**config.mk**
```make
export PLATFORM = sky130hd
export DESIGN_NAME = bsc_second
export DESIGN_NICKNAME = d
export VERILOG_FILES = /design/src/rtl/bsc_pkg.sv /design/src/rtl/bsc_second.sv
export SDC_FILE = /design/constraint.sdc
export NUM_CORES = 2
export LEC_CHECK = 0
export BUFFER_PORTS_ARGS = -buffer_cell sky130_fd_sc_hd__buf_4
export CAP_MARGIN = 20
export CORE_AREA = 2 2 398 400
export CTS_CLUSTER_SIZE = 20
export DETAILED_ROUTE_END_ITERATION = 8
export DIE_AREA = 0 0 400 402
export PLACE_DENSITY_LB_ADDON = 0.1
export SLEW_MARGIN = 15
export SYNTH_ARGS = -nofsm -noshare
export SYNTH_HDL_FRONTEND = slang
export SYNTH_SLANG_ARGS = --single-unit
```
**constraint.sdc**
```tcl
create_clock -name clk -period 10.5 [get_ports clk]
set_input_delay 2.625 -clock clk [delete_from_list [all_inputs] [get_ports clk]]
set_output_delay 2.625 -clock clk [all_outputs]
set_load 0.02 [all_outputs]
```
**src/rtl/bsc_pkg.sv**
```systemverilog
// Shared types and constants for the barometer compensation core.
// Used by every module in rtl/; depends on nothing.
package bsc_pkg;

  localparam int D_W      = 24;  // raw conversion width
  localparam int CAL_W    = 16;  // factory word width
  localparam int CFG_IDX_W = 3;
  localparam int DT_W     = 25;  // D2 - C5*256
  localparam int MUL_W    = 41;  // dT times a factory word
  localparam int DD_W     = 50;  // dT squared
  localparam int TEMP_W   = 19;
  localparam int DTC_W    = 18;  // TEMP - 2000 before second order
  localparam int T2_W     = 18;
  localparam int FIRST_W  = 36;  // first-order OFF and SENS
  localparam int SQ_W     = 35;  // temperature squares
  localparam int CORR_W   = 38;  // OFF2 and SENS2
  localparam int COMP_W   = 40;  // final OFF and SENS
  localparam int SPLIT_W  = 20;  // low slice of SENS for the split multiply
  localparam int PLO_W    = 44;
  localparam int PHI_W    = 45;
  localparam int PROD_W   = 66;
  localparam int P_W      = 32;

  localparam int TEMP_SHIFT = 23;
  localparam int OFF_SHIFT  = 7;
  localparam int SENS_SHIFT = 8;
  localparam int T2_SHIFT   = 31;
  localparam int P_SHIFT_A  = 21;
  localparam int P_SHIFT_B  = 15;

  localparam logic signed [TEMP_W-1:0] TEMP_BASE = 19'sd2000;
  localparam logic signed [TEMP_W-1:0] TEMP_COLD = -19'sd1500;
  localparam logic signed [TEMP_W-1:0] COLD_OFS  = 19'sd1500;

  typedef enum logic [CFG_IDX_W-1:0] {
    REG_PRESSURE_SENSITIVITY   = 3'd0,
    REG_PRESSURE_OFFSET        = 3'd1,
    REG_SENSITIVITY_TEMP_COEFF = 3'd2,
    REG_OFFSET_TEMP_COEFF      = 3'd3,
    REG_REFERENCE_TEMPERATURE  = 3'd4,
    REG_TEMPERATURE_COEFF      = 3'd5
  } cfg_reg_t;

  typedef struct packed {
    logic [CAL_W-1:0] pressure_sensitivity;
    logic [CAL_W-1:0] pressure_offset;
    logic [CAL_W-1:0] sensitivity_temp_coeff;
    logic [CAL_W-1:0] offset_temp_coeff;
    logic [CAL_W-1:0] reference_temperature;
    logic [CAL_W-1:0] temperature_coeff;
  } cal_t;

  // First-order results handed to the second-order section
  typedef struct packed {
    logic [D_W-1:0]            d1;
    logic signed [TEMP_W-1:0]  temp;
    logic signed [DTC_W-1:0]   dtc;
    logic signed [TEMP_W-1:0]  dcold;
    logic [T2_W-1:0]           t2;
    logic signed [FIRST_W-1:0] off;
    logic signed [FIRST_W-1:0] sens;
    logic                      low;
    logic                      cold;
  } first_t;

  // Fully compensated terms handed to the pressure section
  typedef struct packed {
    logic [D_W-1:0]           d1;
    logic signed [TEMP_W-1:0] temp;
    logic signed [COMP_W-1:0] off;
    logic signed [COMP_W-1:0] sens;
  } comp_t;

endpackage

```
**src/rtl/bsc_second.sv**
```systemverilog
// Second-order correction below 20.00 degrees, extra term below -15.00.
// Two register stages (squares, then corrections); depends on bsc_pkg.
module bsc_second import bsc_pkg::*; (
  input  logic   clk,
  input  logic   rst,
  input  logic   in_valid,
  output logic   in_ready,
  input  first_t in_data,
  output logic   out_valid,
  input  logic   out_ready,
  output comp_t  out_data
);

  logic                       s4_v, s5_v;
  logic                       s4_rdy, s5_rdy;
  first_t                     s4;
  logic [SQ_W-1:0]            s4_f, s4_g;
  logic signed [2*DTC_W-1:0]  f_full;
  logic signed [2*TEMP_W-1:0] g_full;
  logic [CORR_W-1:0]          five_f, seven_g, eleven_g, off2, sens2;
  comp_t                      s5, s5_next;

  assign s5_rdy   = !s5_v || out_ready;
  assign s4_rdy   = !s4_v || s5_rdy;
  assign in_ready = s4_rdy;

  assign f_full = in_data.dtc * in_data.dtc;
  assign g_full = in_data.dcold * in_data.dcold;

  // Constant multiples by shift, add and subtract
  assign five_f   = (CORR_W'(s4_f) << 2) + CORR_W'(s4_f);
  assign seven_g  = (CORR_W'(s4_g) << 3) - CORR_W'(s4_g);
  assign eleven_g = (CORR_W'(s4_g) << 3) + (CORR_W'(s4_g) << 1) + CORR_W'(s4_g);
  assign off2     = (five_f >> 1) + (s4.cold ? seven_g : '0);
  assign sens2    = (five_f >> 2) + (s4.cold ? (eleven_g >> 1) : '0);

  always_comb begin
    s5_next.d1 = s4.d1;
    if (s4.low) begin
      s5_next.temp = s4.temp - $signed({1'b0, s4.t2});
      s5_next.off  = COMP_W'(s4.off) - $signed({2'b0, off2});
      s5_next.sens = COMP_W'(s4.sens) - $signed({2'b0, sens2});
    end else begin
      s5_next.temp = s4.temp;
      s5_next.off  = COMP_W'(s4.off);
      s5_next.sens = COMP_W'(s4.sens);
    end
  end

  always_ff @(posedge clk) begin
    if (rst) begin
      s4_v <= 1'b0;
      s5_v <= 1'b0;
    end else begin
      if (s4_rdy) s4_v <= in_valid;
      if (s5_rdy) s5_v <= s4_v;
    end
  end

  always_ff @(posedge clk) begin
    if (s4_rdy) begin
      s4   <= in_data;
      s4_f <= f_full[SQ_W-1:0];
      s4_g <= g_full[SQ_W-1:0];
    end
    if (s5_rdy) s5 <= s5_next;
  end

  assign out_valid = s5_v;
  assign out_data  = s5;

endmodule

```
; After elaboration in Yosys (flattened, before gate mapping)
; Cells that the tools add are included.
[word_totals]
reg_bits = 330
output_inout_bits = 125
elab_cells = 33
[classes]
n_addsub = 9
mul = 2
mux = 3
n_reduce_logical = 4
[op_table]
columns = op, count
row1 = $mux 99, 1
row2 = $sub 36x39->40, 2
row3 = $add 36x37->38, 1
row4 = $add 37x35->38, 1
row5 = $add 37x38->38, 1
row6 = $add 38x35->38, 1
row7 = $add 38x36->38, 1
row8 = $mux 38, 1
row9 = $sub 38x35->38, 1
row10 = $mux 37, 1
row11 = $mul 18x18->35, 1
row12 = $mul 19x19->35, 1
row13 = $sub 19x19->19, 1
row14 = $logic_not 1->1, 2
row15 = $logic_or 1x1->1, 2

; Logic depth before layout (Yosys ltp)
[depth]
ltp_word = 6
ltp_mapped = 36

; Worst setup path before layout
; Ideal clock, no wire load.
[synth_path]
path_type = input to output
startpoint = input port out_ready
endpoint = output port in_ready
t_arrival_ns = 7.066
t_required_ns = 7.875
path_slack_ns = 0.809
stages = 2
n_path_buf = 0
cell_sequence = nor2b_1 > nand2_1
[synth_between]
elab_chain_cells = 2
[synth_lines]
columns = item, line_no
row1 = "start, declared", bsc_second.sv:10  ; input logic out_ready,
row2 = $logic_or 1x1->1, bsc_second.sv:23  ; assign s5_rdy = !s5_v || out_ready;
row3 = $logic_or 1x1->1, bsc_second.sv:24  ; assign s4_rdy = !s4_v || s5_rdy;
row4 = "end, declared", bsc_second.sv:7  ; output logic in_ready,
; No other way between the ends.

; Worst setup path in the final report
[layout_path]
startpoint = input port in_data[95] (netlist bit)
endpoint = register s4_g[34], data pin
[layout_between]
elab_chain_cells = 1
[layout_lines]
columns = item, line_no
row1 = "start, declared", bsc_second.sv:8  ; input first_t in_data,
row2 = $mul 19x19->35, bsc_second.sv:28  ; assign g_full = in_data.dcold * in_data.dcold;
row3 = net g_full[34], bsc_second.sv:19  ; logic signed [2*TEMP_W-1:0] g_full;
row4 = "end signal, assigned", bsc_second.sv:64  ; s4_g <= g_full[SQ_W-1:0];
row5 = "end, declared", bsc_second.sv:17  ; logic [SQ_W-1:0] s4_f, s4_g;
; The timed path passes the listed nets, and every way through them passes these cells.
; A chain may end at the register's enable or synchronous reset.

==> metrics.md <==
| Metric | Value |
|---|---|
| Total number of vias | 33200 |
| Worst Path Max Fanout | 14 |
| Critical path buffers and inverters | 4 |
| Longest Clk Path Bufs | 3 |
| Commonest cells after routing, fill and taps aside | 853 x inv_1, 643 x fa_1, 481 x ha_1, 332 x nand2_1, 326 x edfxtp_1 |
| Avg Inst Size Synth | roughly 9.9 sq um |
| Hold Crit Start | s4[150] |
| Sink Count | 328 |
| Crit Reg-Reg Startpoint | s4_g[4] |
| WP data required | 10820 ps |
| FP Rows | 146 |
| Core Area | about 160000 sq um |
| Total grt overflow | 0 |
| Crit path DAT | approximately 9500 ps |
| Worst-Margin Slew | approximately 1000 ps |
| Most common cell after layout, fill and taps aside | inv_1 |
| Reg clk slew, reported paths | 60 ps |
| Fin. max-slew vios | 0 |
| Worst setup path startpoint | in_data[95] |
| CP dominant cell by count | fa_1 |
| Antenna Nets Post-Route | 0 |
| Post-CTS setup buffers | 0 |
| Fin crit share | 0.876 |
| Setup violators final | 0 |
| Crit. End Element | flop |
| Warnings, synthesis | 0 |
| CP max stage cell | fa_1 |
| Final setup TNS | 0 ps |
| DP HPWL | 109000 um |
| CP max stage delay | roughly 550 ps |
| Die area | approximately 160000 sq um |
| Fmax achieved | ~110 MHz |
| Top cells by area, synth | fa_1 28%, edfxtp_1 21%, ha_1 13% |
| Unrepaired setup endpoints after global routing | false |
| Initial antenna violation count | 7 |
| Syn Std Cell Area | 46600 sq um |
| Crit path time final | between 9000 and 10000 ps |
| 1st-iter DRT viols | roughly 1500 |
| Fraction of registers with async set/reset | 0 |
| Worst rel slew slack | 0.317 |
| Share of layout cells above drive strength 1 | 0.0986 |
| Count of flip-flops with a built-in enable after synthesis | approximately 330 |
| Detailed Route WL | about 130000 um |
| First-pass GRT wire length | 203000 um |
| Mapped Cells | 4701 |
| Drt wl/cell | about 18 um |
| Largest net degree at the start of global routing | 110 |
| Post-route DRC | 0 |
| Seq. cell area | roughly 9800 sq um |
| Yosys reg bits | 328 |
| TritonCTS Buffers | between 40 and 50 |
| CTS tree | yes |
| Critical setup path kind | input port to flop |
| CP cell instances | buf_4, clkinv_1, nor2_1, fa_1, fa_1, fa_1, inv_1, fa_1, inv_1, fa_1, fa_1, ha_1, ha_1, a21o_1, a211o_1, a221oi_2, o211ai_1, and3_4, a221o_2, a2111oi_2, o21bai_1, a21oi_1, xnor2_1 |
| Post-cts sizing count | 0 |
| Die Ht | 402 um |
| Max cap viols | 0 |
| Unique masters post-synth | 85 |
| GP Congestion | about 0.84 |
| Crit start category | input port |
| Die Span X | about 400 um |
| Multi-input logic area | 33200 sq um |
| Final-layout fill cell count | 16300 |
| CTS H-tree depth | 2 |
| Clock skew | 17.5 ps |
| I/O pins | between 300 and 400 |
| Ys flop type | edfxtp_1 |
| Total GRT Usage | 0.162 |
| Worst-Skew Late Latency | just under 600 ps |
| Root buffer cell | clkbuf_16 |
| # nets final | between 6000 and 7000 |
| Final Hold Fails | 0 |
| Number of global-route vias before repair | 34900 |
| Initial core utilization | 0.297 |
| Status | complete, no violations |
| Syn Nets | between 6000 and 7000 |
| Top Family by Delay on Critical Path | adder cells |
| Post-synthesis sequential area ratio | 0.211 |
| Vias per Instance | roughly 4.7 |
| First-pass DRT Iterations | 5 |
| P&R area growth vs syn | 12.7% |
| Share of the synthesized area in the top cell type | 0.276 |
| I/O Buffers | 300 |
| Worst min path class | flop to flop |
| Post-synth top area cell | fa_1 |
| Hold buffer count at cts | 0 |
==> path summary, 6_finish.rpt <==
| path | depth (start not counted) | end | slack, ps |
|---|---|---|---|
| min reg2reg | 0 | out_data[101] | 420 |
| max | 23 | s4_g[34] | 1300 |
| max reg2reg | 31 | out_data[35] | 1620 |
| min | 0 | out_data[101] | 420 |
==> state kept, by name, indices dropped and copies added (netlist names) <==
register   count
s4           135
s4_v           1
out_data     123
s4_f          34
s4_g          34
out_valid      1
==> cells in the mapped netlist, types with 22 or more instances <==
| cell | n |
|---|---|
| inv_1 | 854 |
| fa_1 | 643 |
| ha_1 | 481 |
| nand2_1 | 333 |
| edfxtp_1 | 326 |
| a21oi_1 | 263 |
| xnor2_1 | 202 |
| nor2_1 | 184 |
| and2_1 | 176 |
| o21ai_0 | 165 |
| a21o_1 | 130 |
| xor2_1 | 107 |
| clkbuf_1 | 90 |
| mux2_2 | 65 |
| nand3_1 | 59 |
| nand2b_1 | 55 |
| nor3_1 | 50 |
| nor2b_1 | 47 |
| o21a_1 | 42 |
| o21bai_1 | 33 |
| and3_1 | 31 |
| a31oi_1 | 27 |
| a211oi_1 | 26 |
| or3_1 | 26 |
| nand4_1 | 22 |
==> metal layers <==
| metal | vias to the layer above | wire length [um] | GRT usage |
|---|---|---|---|
| li1 | 16100 | - | - |
| met1 | 16400 | 62000 | 0.227 |
| met2 | 559 | 61000 | 0.270 |
| met3 | 106 | 5250 | 0.0182 |
| met4 | 10 | 2200 | 0.0296 |
| met5 | - | 42 | 0 |
==> cell families after synthesis <==
logic type / after synthesis / share of synthesized area
compound gates: 867 / 0.121
fa+ha+maj: 1124 / 0.405
other cells: 2 / 0.000161
mux: 70 / 0.0168
flops: 328 / 0.211
simple gates: 1050 / 0.112
xor+xnor: 309 / 0.0580
buf+inv: 951 / 0.0766
==> stage by stage <==
| step | util | hold slack [ps] | instance area, sq um | instances | setup WS [ps] |
|---|---|---|---|---|---|
| floorplan | - | 400 | 46600 | 4701 | 809 |
| global placement | 0.326 | 400 | 51200 | 6988 | 732 |
| detailed placement | 0.326 | 405 | 51200 | 6988 | 634 |
| CTS | 0.335 | 417 | 52600 | 7063 | 1260 |
| global route | 0.335 | 424 | 52600 | 7063 | 948 |
| finish | 0.335 | 418 | 52600 | 7064 | 1300 |
==> cell type report <==
type                            count  share of cell area
Antenna cell                        1           0.0000476
Clock buffer                       45              0.0202
Sequential cell                   328               0.187
Inverter                          855              0.0611
Tap cell                         2072              0.0493
Clock inverter                     30             0.00533
Multi-Input combinational cell   3422               0.632
Timing Repair Buffer              311              0.0447
Power is not shown: default switching activity piles up to over one toggle a cycle in this logic, so the estimate is an artifact.
