`src/rtl/bsc_pkg.sv`:
```
// Shared types and constants for the barometer compensation core.
// Used by every module in rtl/; depends on nothing.
package bsc_pkg;

  localparam int D_W      = 24;  // raw conversion width
  localparam int CAL_W    = 16;  // factory word width
  localparam int CFG_IDX_W = 3;
  localparam int DT_W     = 25;  // D2 - C5*256
  localparam int MUL_W    = 41;  // dT times a factory word
  localparam int DD_W     = 50;  // dT squared
  localparam int TEMP_W   = 19;
  localparam int DTC_W    = 18;  // TEMP - 2000 before second order
  localparam int T2_W     = 18;
  localparam int FIRST_W  = 36;  // first-order OFF and SENS
  localparam int SQ_W     = 35;  // temperature squares
  localparam int CORR_W   = 38;  // OFF2 and SENS2
  localparam int COMP_W   = 40;  // final OFF and SENS
  localparam int SPLIT_W  = 20;  // low slice of SENS for the split multiply
  localparam int PLO_W    = 44;
  localparam int PHI_W    = 45;
  localparam int PROD_W   = 66;
  localparam int P_W      = 32;

  localparam int TEMP_SHIFT = 23;
  localparam int OFF_SHIFT  = 7;
  localparam int SENS_SHIFT = 8;
  localparam int T2_SHIFT   = 31;
  localparam int P_SHIFT_A  = 21;
  localparam int P_SHIFT_B  = 15;

  localparam logic signed [TEMP_W-1:0] TEMP_BASE = 19'sd2000;
  localparam logic signed [TEMP_W-1:0] TEMP_COLD = -19'sd1500;
  localparam logic signed [TEMP_W-1:0] COLD_OFS  = 19'sd1500;

  typedef enum logic [CFG_IDX_W-1:0] {
    REG_PRESSURE_SENSITIVITY   = 3'd0,
    REG_PRESSURE_OFFSET        = 3'd1,
    REG_SENSITIVITY_TEMP_COEFF = 3'd2,
    REG_OFFSET_TEMP_COEFF      = 3'd3,
    REG_REFERENCE_TEMPERATURE  = 3'd4,
    REG_TEMPERATURE_COEFF      = 3'd5
  } cfg_reg_t;

  typedef struct packed {
    logic [CAL_W-1:0] pressure_sensitivity;
    logic [CAL_W-1:0] pressure_offset;
    logic [CAL_W-1:0] sensitivity_temp_coeff;
    logic [CAL_W-1:0] offset_temp_coeff;
    logic [CAL_W-1:0] reference_temperature;
    logic [CAL_W-1:0] temperature_coeff;
  } cal_t;

  // First-order results handed to the second-order section
  typedef struct packed {
    logic [D_W-1:0]            d1;
    logic signed [TEMP_W-1:0]  temp;
    logic signed [DTC_W-1:0]   dtc;
    logic signed [TEMP_W-1:0]  dcold;
    logic [T2_W-1:0]           t2;
    logic signed [FIRST_W-1:0] off;
    logic signed [FIRST_W-1:0] sens;
    logic                      low;
    logic                      cold;
  } first_t;

  // Fully compensated terms handed to the pressure section
  typedef struct packed {
    logic [D_W-1:0]           d1;
    logic signed [TEMP_W-1:0] temp;
    logic signed [COMP_W-1:0] off;
    logic signed [COMP_W-1:0] sens;
  } comp_t;

endpackage

```
`src/rtl/bsc_press.sv`:
```
// Pressure output: D1*SENS as two split products, then shift and subtract.
// Two register stages, the last one is the output register; depends on bsc_pkg.
module bsc_press import bsc_pkg::*; (
  input  logic                     clk,
  input  logic                     rst,
  input  logic                     in_valid,
  output logic                     in_ready,
  input  comp_t                    in_data,
  output logic                     out_valid,
  input  logic                     out_ready,
  output logic signed [TEMP_W-1:0] temperature_centideg,
  output logic signed [P_W-1:0]    pressure_pa
);

  logic                     s6_v, s7_v;
  logic                     s6_rdy, s7_rdy;
  logic [PLO_W-1:0]         s6_lo, s6_lo_next;
  logic signed [PHI_W-1:0]  s6_hi, s6_hi_next;
  logic signed [COMP_W-1:0] s6_off;
  logic signed [TEMP_W-1:0] s6_temp;
  logic signed [PROD_W-1:0] prod, p_mid, p_full;

  assign s7_rdy   = !s7_v || out_ready;
  assign s6_rdy   = !s6_v || s7_rdy;
  assign in_ready = s6_rdy;

  // Split SENS into an unsigned low slice and a signed high slice
  assign s6_lo_next = in_data.d1 * in_data.sens[SPLIT_W-1:0];
  assign s6_hi_next = $signed({1'b0, in_data.d1})
                    * $signed(in_data.sens[COMP_W-1:SPLIT_W]);

  assign prod   = (PROD_W'(s6_hi) <<< SPLIT_W) + $signed({22'b0, s6_lo});
  assign p_mid  = (prod >>> P_SHIFT_A) - PROD_W'(s6_off);
  assign p_full = p_mid >>> P_SHIFT_B;

  always_ff @(posedge clk) begin
    if (rst) begin
      s6_v <= 1'b0;
      s7_v <= 1'b0;
    end else begin
      if (s6_rdy) s6_v <= in_valid;
      if (s7_rdy) s7_v <= s6_v;
    end
  end

  always_ff @(posedge clk) begin
    if (s6_rdy) begin
      s6_lo   <= s6_lo_next;
      s6_hi   <= s6_hi_next;
      s6_off  <= in_data.off;
      s6_temp <= in_data.temp;
    end
    if (s7_rdy) begin
      temperature_centideg <= s6_temp;
      pressure_pa          <= p_full[P_W-1:0];
    end
  end

  assign out_valid = s7_v;

endmodule
```
`config.mk`:
```
export PLATFORM = sky130hd
export DESIGN_NAME = bsc_press
export DESIGN_NICKNAME = d
export VERILOG_FILES = /design/src/rtl/bsc_pkg.sv /design/src/rtl/bsc_press.sv
export SDC_FILE = /design/constraint.sdc
export NUM_CORES = 2
export LEC_CHECK = 0
export BUFFER_PORTS_ARGS = -buffer_cell sky130_fd_sc_hd__buf_2
export CAP_MARGIN = 20
export CORE_AREA = 5 5 373 375
export CTS_CLUSTER_SIZE = 12
export DETAILED_ROUTE_END_ITERATION = 7
export DIE_AREA = 0 0 378 380
export PLACE_DENSITY = 0.53
export SETUP_SLACK_MARGIN = 0.15
export SLEW_MARGIN = 25
export SYNTH_ARGS = -nofsm -noshare
export SYNTH_HDL_FRONTEND = slang
export SYNTH_SLANG_ARGS = --single-unit
```
`constraint.sdc`:
```
create_clock -name clk -period 11.5 [get_ports clk]
set_input_delay 2.3 -clock clk [delete_from_list [all_inputs] [get_ports clk]]
set_output_delay 2.3 -clock clk [all_outputs]
set_load 0.01 [all_outputs]
```
# ---- Word level (Yosys, flattened, before mapping)
# Index checks and enable logic that the tools add are counted.
dict set report classes {
  addsub 2
  multipliers 2
  n_div 0
  magnitude_cmp 0
  n_eq_ne 0
  n_shift 0
  n_mux 0
  n_bitwise 0
  n_reduce_logical 4
}
# cell n
set ops {}
lappend ops {{65-bit by 45-bit adder with 66-bit output} 1}
lappend ops {{45-bit by 40-bit subtractor with 46-bit output} 1}
lappend ops {{25-bit by 20-bit multiplier with 45-bit output} 1}
lappend ops {{24-bit by 20-bit multiplier with 44-bit output} 1}
lappend ops {{1-bit zero test} 2}
lappend ops {{1-bit logical OR} 2}
dict set report totals {
  reg_bits 201
  latchBits 0
  ramBits 0
  rom_bits 0
  in_bits 127
  output_inout_bits 53
  wordCells 16
  memories 0
}

# ---- Depth between registers and ports, before layout
dict set report logic_depth {
  ltp_word 3
  ltp_mapped 28
  ltp_nobuf 26
}

# ---- Worst setup path after synthesis
# Ideal clock, no wire load.
dict set report synth_timing {
  kind {input-to-reg}
  startpoint {input in_data[109] in the netlist's numbering}
  endpoint {register s6_hi[44], data pin}
  setup_ps 259
  t_arrival_ps 8460
  required_time_ps 11241
  slack_ps 2781
  path_stages 24
  n_path_buf 2
  path_cell_list {clkbuf_1 nand2_1 fa_1 fa_1 fa_1 fa_1 inv_1 fa_1 fa_1 inv_1 fa_1 inv_1 ha_1 buf_6 a21o_1 a21o_1 a21oi_2 o22ai_2 o41ai_4 and2_4 o211a_4 o31a_1 o21ai_1 a211o_1}
}
dict set report synth_between {
  elab_chain_cells 1
}
# element line_no
set synth_rtl {}
lappend synth_rtl {{start: declaration} bsc_press.sv:8} ;# input comp_t in_data,
lappend synth_rtl {{25-bit by 20-bit multiplier with 45-bit output} bsc_press.sv:30} ;# * $signed(in_data.sens[COMP_W-1:SPLIT_W]);
lappend synth_rtl {{net s6_hi_next[44]} bsc_press.sv:18} ;# logic signed [PHI_W-1:0] s6_hi, s6_hi_next;
lappend synth_rtl {{end signal: assignment} bsc_press.sv:49} ;# s6_hi <= s6_hi_next;
lappend synth_rtl {{end: declaration} bsc_press.sv:18}
# The timed path passes the listed nets, and every way through them passes these cells.
# A chain may end at the register's enable or synchronous reset.

# ---- Final worst setup path
dict set report layout_timing {
  startpoint {input in_data[112] in the netlist's numbering}
  endpoint {register s6_hi[44], data pin}
}
# The elaborated chain is that of the path after synthesis.

==> summary.txt <==
Status
  • Outcome: complete, no violations

Die
  • Die H: 380 um
  • Initial Utilization: between 20% and 30%
  • Core Rows: roughly 140
  • Die width: ~380 um
  • Die Area: 0.1436 mm^2
  • Core area: around 0.13 mm^2
  • Io pins: 180

Placement
  • Placed insts: just over 6000
  • RePlAce Congestion: around 0.84
  • Post-detail-place hpwl: approximately 90 mm
  • Dpl ws: roughly 1500 ps
  • PortBufs: around 180

CTS
  • Number of CTS-inserted buffers: 17
  • Clk root buf: clkbuf_16
  • Clock sink total: 180
  • Level count of the clock H-tree: 4
  • Post-CTS Setup Inserts: 0
  • Clock Pin Slew Worst Setup and Hold Paths: around 80 ps
  • CTS Hold Bufs: 0
  • CTS tree: done
  • Later-pin clock latency in the skew report: 470 ps
  • Clock tree buffer depth: 2
  • Post-cts resize count: 0

Timing
  • Endpoints failing setup: 0
  • Normalized max-slew margin: approximately 27%
  • RSZ-0062 raised after global routing: false
  • Slew of the pin with the lowest slew margin: around 1100 ps
  • Final Hold Violating Endpoints: 0
  • Setup TNS: 0 ps
  • Setup ws final: roughly 2000 ps
  • Tmin final: 9499 ps
  • Period Utilization, post-route: between 80 and 90%
  • Max Freq: 105.3 MHz
  • Clock skew: 15.08 ps
  • Final Max Tran Viols: 0

GRT
  • Gr usage total: about 16%
  • Antenna violations before repair: 16
  • Largest net degree at the start of global routing: 73
  • Number of global-route vias before repair: just over 30000
  • Gr ovfl total: 0
  • First-pass GRT wire length: roughly 180 mm

Route
  • First-pass iteration count of the detailed router: 5
  • Wire per inst: 18.69 um
  • Post-Route WL: around 110 mm
  • Antenna viol nets, final: 0
  • Via density: 4.681
  • # DRC: 0
  • DR vias: around 29000
  • Initial DRC count: around 1700

Critical path
  • Buf/Inv on CP: 5
  • Critical path's top delay family: adder cells
  • Stages on the worst setup path: 23
  • Critical-path maximum fanout: 22
  • Crit Path Category: in -> reg
  • Critical path's largest stage delay: 570 ps
  • CP Launch Type: input pin
  • CP Capture Type: flip-flop
  • Crit path launch: in_data[112]
  • Crit path top cell by count: fa_1
  • Worst R2R End: pressure_pa[28]
  • Worst path slowest cell: fa_1
  • Cell Chain, Critical Path: buf_2 > buf_4 > nand2_1 > fa_1 > fa_1 > fa_1 > inv_1 > fa_1 > fa_1 > fa_1 > inv_1 > fa_1 > inv_1 > ha_1 > nand3_1 > nor3_2 > o311a_4 > o41ai_4 > and2_4 > o211a_4 > o31a_1 > o211a_1 > a211o_1
  • Critical path required time: 11720 ps
  • End of the critical path: s6_hi[44]
  • Critical path data arrival time: 9720 ps
  • RR Startpoint: s6_lo[22]
  • Flop2flop setup slack: 5470 ps
  • Worst r2r path cells: 21

Cells and area
  • NumNets Final: approximately 5600
  • Layout Cells excl Fill: about 6100
  • Layout cells sized above 1: 6.263%
  • Layout overhead on the synthesized area: 8.024%
  • Final core utilization: between 30% and 40%

Yosys
  • Post-synth EDFFs: around 180
  • Number of synthesized register bits: 180
  • Ys Warns: 0
  • Post-synthesis net count: between 5000 and 6000
  • Mapped cell area: between 0.04 and 0.05 mm^2
  • Cells after synthesis: between 4000 and 5000
  • Synthesized area per cell: around 9.5 um^2
  • Top_reg_cell synth: edfxtp_1
  • Ys async rst share: 0%
  • Seq/Total Area, Yosys: a little over an eighth
  • Distinct cells, synth: 80

Worst hold path
  • Min-delay worst type: reg -> reg

Run
  • Max-cap viol count: 0
## cell usage in the layout (no fill, tap or decap), drive strengths merged, types with 49 or more instances in the layout
cell type | synthesis | routed
nor2 | 75 | 75
and2 | 464 | 464
xnor2 | 90 | 90
a21o | 63 | 63
ha | 400 | 400
a21oi | 131 | 131
xor2 | 49 | 49
buf | 8 | 205
edfxtp | 178 | 178
fa | 785 | 785
inv | 939 | 948
nand2 | 564 | 564
o21ai | 74 | 74
## flip-flops by register name, indices dropped and copies added (netlist names)
name                  count
out_valid                 1
pressure_pa              31
s6_hi                    45
s6_lo                    24
s6_off                   40
s6_temp                  19
s6_v                      1
temperature_centideg     19
## cell usage after synthesis (16+ instances only)
master,instances,area (um^2)
inv_1,938,3521
fa_1,785,15720
nand2_1,564,2117
and2_1,463,2897
ha_1,400,5005
clkbuf_1,184,690.7
edfxtp_1,178,5345
a21oi_1,129,645.6
xnor2_1,90,788.3
nor2_1,75,281.5
a21o_1,62,465.5
o21ai_0,53,265.3
xor2_1,49,429.2
nand2b_1,30,187.7
nand4_1,27,168.9
nor2b_1,22,137.6
nand3_1,20,100.1
o21ai_1,20,100.1
o21bai_1,17,127.6
and3_1,16,100.1
## through the flow
step / area [um^2] / hold WS, ps
4_1_cts: 43550 / 424.1
3_3_place_gp: 42910 / 400.9
2_1_floorplan: 40360 / 400.3
3_5_place_dp: 42910 / 404.5
5_1_grt: 43580 / 430.3
6_report: 43590 / 423.1
## kinds of logic after synthesis
group	share of synthesized area, %
AND/OR/NAND/NOR	15.51
adder cells (fa/ha/maj)	51.34
buffers and inverters	10.64
AO/OA/AOI/OAI	6.123
flip-flops	13.34
XOR/XNOR	3.017
multiplexers	0.02790
## layer usage
metal | routed length [um] | global-route usage (%)
met5 | 60 | 0
met3 | 6349 | 2.457
met1 | 53460 | 23.21
met2 | 52290 | 25.79
met4 | 1813 | 2.904
## final cells by class
cell class / instances / area (um^2)
fillers: 14040 / 91370
multi-input cells: 2955 / 30680
flip-flops and latches: 180 / 5385
inverters: 939 / 3527
well taps: 1781 / 2228
repair buffers: 205 / 1114
clock buffers: 17 / 425.4
clock inverters: 15 / 212.7
diodes: 7 / 17.52
## how the worst min path moves through the flow
| stage | from | endpoint | slack (ps) | cells past startpoint |
|---|---|---|---|---|
| 6_report | s6_temp[5] | temperature_centideg[5] | 420 | 0 |
| 5_1_grt | s6_temp[17] | temperature_centideg[17] | 430 | 0 |
| 4_1_cts | s6_temp[1] | temperature_centideg[1] | 420 | 0 |
| 3_5_place_dp | s6_temp[1] | temperature_centideg[1] | 400 | 0 |
| 3_3_place_gp | s6_temp[8] | temperature_centideg[8] | 400 | 0 |
| 2_1_floorplan | s6_temp[0] | temperature_centideg[0] | 400 | 0 |
## worst reg2reg max path, stage by stage (launching register included)
cell,delay (ps)
edfxtp_1,390
ha_1,340
nor2b_1,140
o21ai_1,200
a21oi_1,170
o311a_1,380
a211oi_2,340
o211ai_1,200
a31oi_2,440
nand2b_1,260
nor2_1,70
xor2_1,150
ha_1,370
nand2_1,120
nor2_1,160
nand4_1,160
or4_1,470
nor4_1,630
o21ai_1,200
a21oi_1,300
or4b_1,160
nand3_1,80
Power is not shown: default switching activity piles up to over one toggle a cycle in this logic, so the estimate is an artifact.
